--- src/sv/gnpl_pkg.sv ---
// Shared types, request codes and constants for the gated nearest pose lookup.
// Used by gnpl_ctrl, gnpl_datapath and gated_nearest_pose_lookup_unit.
package gnpl_pkg;

    localparam int TABLE_DEPTH_DEFAULT = 1024;

    localparam int DIST_LIMIT_W  = 31;
    localparam int HEAD_LIMIT_W  = 15;
    localparam int CFG_INDEX_W   = 4;
    localparam int CFG_DATA_W    = 32;
    localparam int POS_W         = 32;
    localparam int ANGLE_W       = 16;
    localparam int LIM_SQ_W      = 2 * DIST_LIMIT_W;
    localparam int SQ_W          = 2 * POS_W;
    localparam int SUM_W         = SQ_W + 1;

    localparam logic [DIST_LIMIT_W-1:0] DIST_LIMIT_RESET = DIST_LIMIT_W'(1000);
    localparam logic [HEAD_LIMIT_W-1:0] HEAD_LIMIT_RESET = HEAD_LIMIT_W'(410);

    localparam logic [1:0] REQ_CLEAR  = 2'd0;
    localparam logic [1:0] REQ_APPEND = 2'd1;
    localparam logic [1:0] REQ_QUERY  = 2'd2;

    localparam logic [CFG_INDEX_W-1:0] CFG_DISTANCE_LIMIT = CFG_INDEX_W'(0);
    localparam logic [CFG_INDEX_W-1:0] CFG_HEADING_LIMIT  = CFG_INDEX_W'(1);

    typedef struct packed {
        logic [1:0]                 req_type;
        logic signed [POS_W-1:0]    pos_x;
        logic signed [POS_W-1:0]    pos_y;
        logic signed [ANGLE_W-1:0]  heading;
        logic signed [ANGLE_W-1:0]  entry_pitch;
    } req_t;

    typedef struct packed {
        logic                       found;
        logic signed [ANGLE_W-1:0]  pitch_value;
        logic                       overflowed;
    } rsp_t;

    typedef struct packed {
        logic signed [POS_W-1:0]    x;
        logic signed [POS_W-1:0]    y;
        logic signed [ANGLE_W-1:0]  heading;
        logic signed [ANGLE_W-1:0]  pitch;
    } entry_t;

    typedef struct packed {
        logic clear;
        logic append;
        logic scan_start;
        logic scan_issue;
        logic load_rsp;
    } cmd_t;

    typedef struct packed {
        logic count_zero;
        logic scan_last;
        logic pipe_busy;
    } status_t;

    typedef enum logic [1:0] {
        ST_IDLE,
        ST_SCAN,
        ST_DRAIN,
        ST_FINISH
    } state_t;

endpackage

--- src/sv/gnpl_ctrl.sv ---
// Controller state machine for the gated nearest pose lookup.
// Depends on gnpl_pkg; drives commands into gnpl_datapath from its status.
module gnpl_ctrl (
    input  logic            clk,
    input  logic            rst_n,
    input  logic            req_valid,
    input  logic [1:0]      req_type,
    output logic            req_stall,
    output logic            rsp_valid,
    input  logic            rsp_stall,
    input  gnpl_pkg::status_t status,
    output gnpl_pkg::cmd_t  cmd
);
    import gnpl_pkg::*;

    state_t state_reg;
    state_t state_next;
    logic   rsp_valid_reg;
    logic   rsp_valid_next;
    logic   rsp_free;

    assign rsp_free = !rsp_valid_reg || !rsp_stall;

    always_ff @(posedge clk or negedge rst_n)
    begin
        if (!rst_n)
        begin
            state_reg     <= ST_IDLE;
            rsp_valid_reg <= 1'b0;
        end
        else
        begin
            state_reg     <= state_next;
            rsp_valid_reg <= rsp_valid_next;
        end
    end

    always_comb
    begin
        state_next = state_reg;
        case (state_reg)
            ST_IDLE:
            begin
                if (req_valid && req_type == REQ_QUERY)
                begin
                    state_next = status.count_zero ? ST_DRAIN : ST_SCAN;
                end
            end
            ST_SCAN:
            begin
                if (status.scan_last)
                begin
                    state_next = ST_DRAIN;
                end
            end
            ST_DRAIN:
            begin
                if (!status.pipe_busy)
                begin
                    state_next = ST_FINISH;
                end
            end
            ST_FINISH:
            begin
                if (rsp_free)
                begin
                    state_next = ST_IDLE;
                end
            end
            default:
            begin
                state_next = ST_IDLE;
            end
        endcase
    end

    always_comb
    begin
        cmd       = '0;
        req_stall = 1'b1;
        case (state_reg)
            ST_IDLE:
            begin
                req_stall      = 1'b0;
                cmd.clear      = req_valid && req_type == REQ_CLEAR;
                cmd.append     = req_valid && req_type == REQ_APPEND;
                cmd.scan_start = req_valid && req_type == REQ_QUERY;
            end
            ST_SCAN:
            begin
                cmd.scan_issue = 1'b1;
            end
            ST_DRAIN:
            begin
                cmd = '0;
            end
            ST_FINISH:
            begin
                cmd.load_rsp = rsp_free;
            end
            default:
            begin
                cmd = '0;
            end
        endcase
        rsp_valid_next = cmd.load_rsp || (rsp_valid_reg && rsp_stall);
    end

    assign rsp_valid = rsp_valid_reg;

endmodule

--- config.mk ---
export PLATFORM = sky130hd
export DESIGN_NAME = gnpl_ctrl
export DESIGN_NICKNAME = d
export VERILOG_FILES = /design/src/sv/gnpl_pkg.sv /design/src/sv/gnpl_ctrl.sv
export SDC_FILE = /design/constraint.sdc
export NUM_CORES = 1
export LEC_CHECK = 0
export BUFFER_PORTS_ARGS = -buffer_cell sky130_fd_sc_hd__clkbuf_2
export CAP_MARGIN = 20
export CELL_PAD_IN_SITES_DETAIL_PLACEMENT = 1
export CELL_PAD_IN_SITES_GLOBAL_PLACEMENT = 1
export CORE_AREA = 2 2 39 41
export DETAILED_ROUTE_END_ITERATION = 8
export DIE_AREA = 0 0 41 43
export PLACE_DENSITY = 0.54
export SYNTH_ARGS = -nofsm -noshare
export SYNTH_HDL_FRONTEND = slang
export SYNTH_SLANG_ARGS = --single-unit
export TNS_END_PERCENT = 100
--- constraint.sdc ---
create_clock -name clk -period 1.4 [get_ports clk]
set_input_delay 0.14 -clock clk [delete_from_list [all_inputs] [get_ports clk]]
set_output_delay 0.14 -clock clk [all_outputs]
set_load 0.02 [all_outputs]
* Word-level counts from Yosys, hierarchy flattened
Index checks and enable logic that the tools add are counted.
** Word-level totals
- Flip-flop bits (word level) :: 3
- Bits of input ports :: 9
- Output and inout bits :: 7
- Word-level logic and storage cells :: 32
** Cells by class
- Equal/unequal tests :: 9
- Multiplexer cells :: 10
- Reduce and logical (&&, ||, !) cells :: 11
** Operators by type and width (count)
- 2-to-1 mux 2 bit :: 5
- != test 2 bit, second input constant :: 4
- case mux 2 bit (4 select lines) :: 1
- == test 2 bit, second input constant :: 3
- == test 2 x 1 -> 1 bit, second input constant :: 2
- logical AND 1 bit :: 4
- logical NOT 2 bit :: 2
- AND reduction 4 bit :: 1
- 2-to-1 mux 1 bit :: 3
- 2-to-1 mux 3 bit :: 1
- logical NOT 1 bit :: 2
- logical OR 1 bit :: 2

* Longest topological paths before layout
- Depth after elaboration :: 4
- Gate-level depth with buffers :: 5
- Depth with buffers taken out :: 5

* Least setup slack after synthesis
Ideal clock, no wire load.
- Kind :: flip-flop to output port
- From :: reg state_reg[0]
- To :: out cmd[3] (netlist bit)
- Arrival time :: 1.307 ns
- Data required time :: 1.260 ns
- Setup slack :: -0.047 ns
- Cell stages (with the launch flop) :: 5
- Path buffers :: 0
- Cells stage by stage :: dfrtp_1 inv_1 ha_1 nand2_1 nor3b_1
** RTL lines
- start: declaration :: RTL line gnpl_ctrl.sv:16 : state_t state_reg;
- start signal: assignment :: RTL line gnpl_ctrl.sv:33 : state_reg <= state_next;
- end: declaration :: RTL line gnpl_ctrl.sv:12 : output gnpl_pkg::cmd_t cmd

==> out/results.ini <==
[setup_path]
crit_fanout = 3
criticalPathCategory = flip-flop to output pin
cp.arrival_ps = 1260
cp-start-kind = flip-flop
critPathRequiredTime_ps = 1260
setup.worst_path.end_class = output pin
ff2ff_setup_slack_ps = 60

[status]
violations = setup timing
outcome = finished, violations left

[sta]
setup_tns_ps = -0.739
finalSetupViolations = 1
min_period_ps = 1400
fin_ws_ps = -0.739
post-route-period-util_pct = 100
drv_slew = 0
fmax_mhz = 714
rsz0062_at_grt = true
finalHoldViolations = 0
fin_skew_ps = 0.167
tightest_slew_ps = 145
relSlewSlack_pct = 90.0

[floorplanning]
die_x_um = 41
num_rows = 14
core_area_um2 = 1380
ios = 16
die_h_um = 43
die_area_um2 = 1760
initial_utilization_pct = 18.3

[yosys]
synth_xor_area_share_pct = 0
syn_avg_cell_area_um2 = 9.72
synth-simple-area-share_pct = 21.3
synth-compound-area-share_pct = 12.9
syn_nets = 39
synth_ff_type = dfrtp_1
ys_seq_area_share_pct = 29.7
synthMuxAreaShare_pct = 11.9
ys_top_cells_by_area = dfrtp_1 (30%), ha_1 (20%), mux2i_1 (12%), nor3b_1 (5.9%), o2111a_2 (5.0%)
synthAdderAreaFrac_pct = 19.8
synth_most_common_cell = ha_1
yosys_register_bits = 3
async_flop_share_pct = 100
synth_area_um2 = 253
syn_inst = 26
synth.distinct_cells = 15
synth_top_area_cell = dfrtp_1
yosys_warnings = 0
synthTopCellsByCount = ha_1 (4), dfrtp_1 (3), inv_1 (3), mux2i_1 (3)
synth_top_family_by_area = simple AND/OR/NAND/NOR gates
synth_top_area_share_pct = 29.7
synth_edf_count = 0

[routing]
drt_wl_total_um = 725
num_vias = 284
ant_nets = 0
drt_iter0_markers = 0
drc = 0
wl_per_cell_um = 10.7
via_per_inst = 4.18
drt-pass1-iter-count = 1

[place]
dp_slack_ps = 28.1
placedCellCount = 58
dp_hpwl_um = 509
io_buffers = 15
gp_congestion = 0.677
dpl_cell_area_um2 = 365

[grt]
grt_pass1_vias = 296
grt_util_all_layers_pct = 10.5
grt_pass1_wl_um = 1180
top_usage_layer = met2
grt_overflow = 0
grt_max_degree = 5
grt_util_met1_pct = 11.0
grt.met3_usage_pct = 3.66
antenna_found_initial = 0
met2_usage_pct = 15.9

[power]
switching_share_pct = 40.4
p_comb_share_pct = 68.3
p_int_mw = 0.595
p_leak_nw = 0.251
power.switching_mw = 0.404
powerDensity_nw_per_um2 = 2090
worst_ir_drop_vdd_mv = 0.799
p_seq_share_pct = 16.9
clock_power_share_pct = 14.8

[cells_and_area]
drive_above_1_share_pct = 65.4
largest_reg_flops = 2
seqCellArea_um2 = 75.1
stdcell_count = 68
multi_input_area_um2 = 205
nets = 66
fin_area_um2 = 478
n_fill_cell = 177
final_util_pct = 34.5
area_growth_pct = 89.1
num_antenna_cells = 0

[clock_network]
clk_pin_slew_ps = 40
clock_latency_ps = 230
cts_tree = built
clk_path_buf_depth = 2
htree_levels = 1
root_buffer = clkbuf_4
cts.sinks = 3
cts_made_buffers = 3

[min_path]
min_path_type = input pin to flip-flop

[job]
cap_viol_max_count = 0

## layout make-up
| cell class | count | share of cell area (%) |
|---|---|---|
| inverter | 3 | 2.36 |
| multi-input combinational | 20 | 42.9 |
| clock buffer | 4 | 5.50 |
| tap | 16 | 4.19 |
| timing repair buffer | 22 | 29.3 |
| sequential | 3 | 15.7 |
## power groups by stage
stage	combinational, mW	clock (mW)	sequential (mW)
floorplan	0.332	0	0.176
global placement	0.494	0	0.169
detailed placement	0.493	0	0.169
CTS	0.675	0.157	0.165
global route	0.769	0.161	0.175
finish	0.683	0.148	0.169
## kinds of logic after synthesis
group / Yosys count
fa+ha+maj: 4
buf+inv: 3
mux: 3
simple gates: 9
compound gates: 4
flops: 3
## critical path, stage by stage, from the launching register on
cell and delay [ps]:
dfrtp_1 400, buf_4 150, ha_2 190, a21boi_2 150
buf_4 150
## path summary, 6_finish.rpt
kind | cells past startpoint | startpoint | endpoint
setup / recovery | 4 | state_reg[0] | cmd[0]
hold / removal | 2 | rsp_stall | rsp_valid
setup reg to reg | 5 | state_reg[0] | state_reg[0]
hold reg to reg | 1 | rsp_valid | rsp_valid
max in group asynchronous | 2 | rst_n | state_reg[1]
min in group asynchronous | 2 | rst_n | rsp_valid
## layout by cell type, fill, tap and decap left out
master | synthesis | routed
ha_1 | 4 | 1
nand2b_1 | 1 | 1
nor3_1 | 1 | 1
mux2i_1 | 3 | 3
a21o_1 | 1 | 1
nor3b_2 | 0 | 2
ha_4 | 0 | 1
nand2_1 | 2 | 1
dfrtp_1 | 3 | 3
nand3_1 | 1 | 1
buf_4 | 0 | 10
inv_1 | 3 | 1
o2111a_2 | 1 | 1
clkbuf_1 | 0 | 1
inv_2 | 0 | 2
ha_2 | 0 | 2
a21oi_1 | 1 | 1
clkbuf_2 | 0 | 11
a21boi_2 | 0 | 1
nand2_4 | 0 | 1
dlygate4sd3_1 | 0 | 1
nor2b_1 | 1 | 1
and3b_1 | 1 | 1
clkbuf_4 | 0 | 3
## metal layers
layer / part of all wire [%] / vias to the layer above
met1: 42 / 125
li1: - / 143
met3: 9.4 / 0
met4: 0 / 0
met5: 0 / -
met2: 48 / 16
## timing repair
action,4_1_cts,5_1_grt
hold endpoints to repair,3,0
hold buffers,1,0
buffers inserted,5,0
pin swaps,2,2
setup endpoints to repair,4,6
gates resized for setup,11,7
## through the flow
step / total power, mW / hold WS, ps
after floorplan: 0.508 / -156
after global placement: 0.663 / -62.1
after detailed placement: 0.662 / -62.3
after CTS: 0.997 / 146
after global routing: 1.11 / 183
final: 0.999 / 172
(Power assumes the default switching activity.)
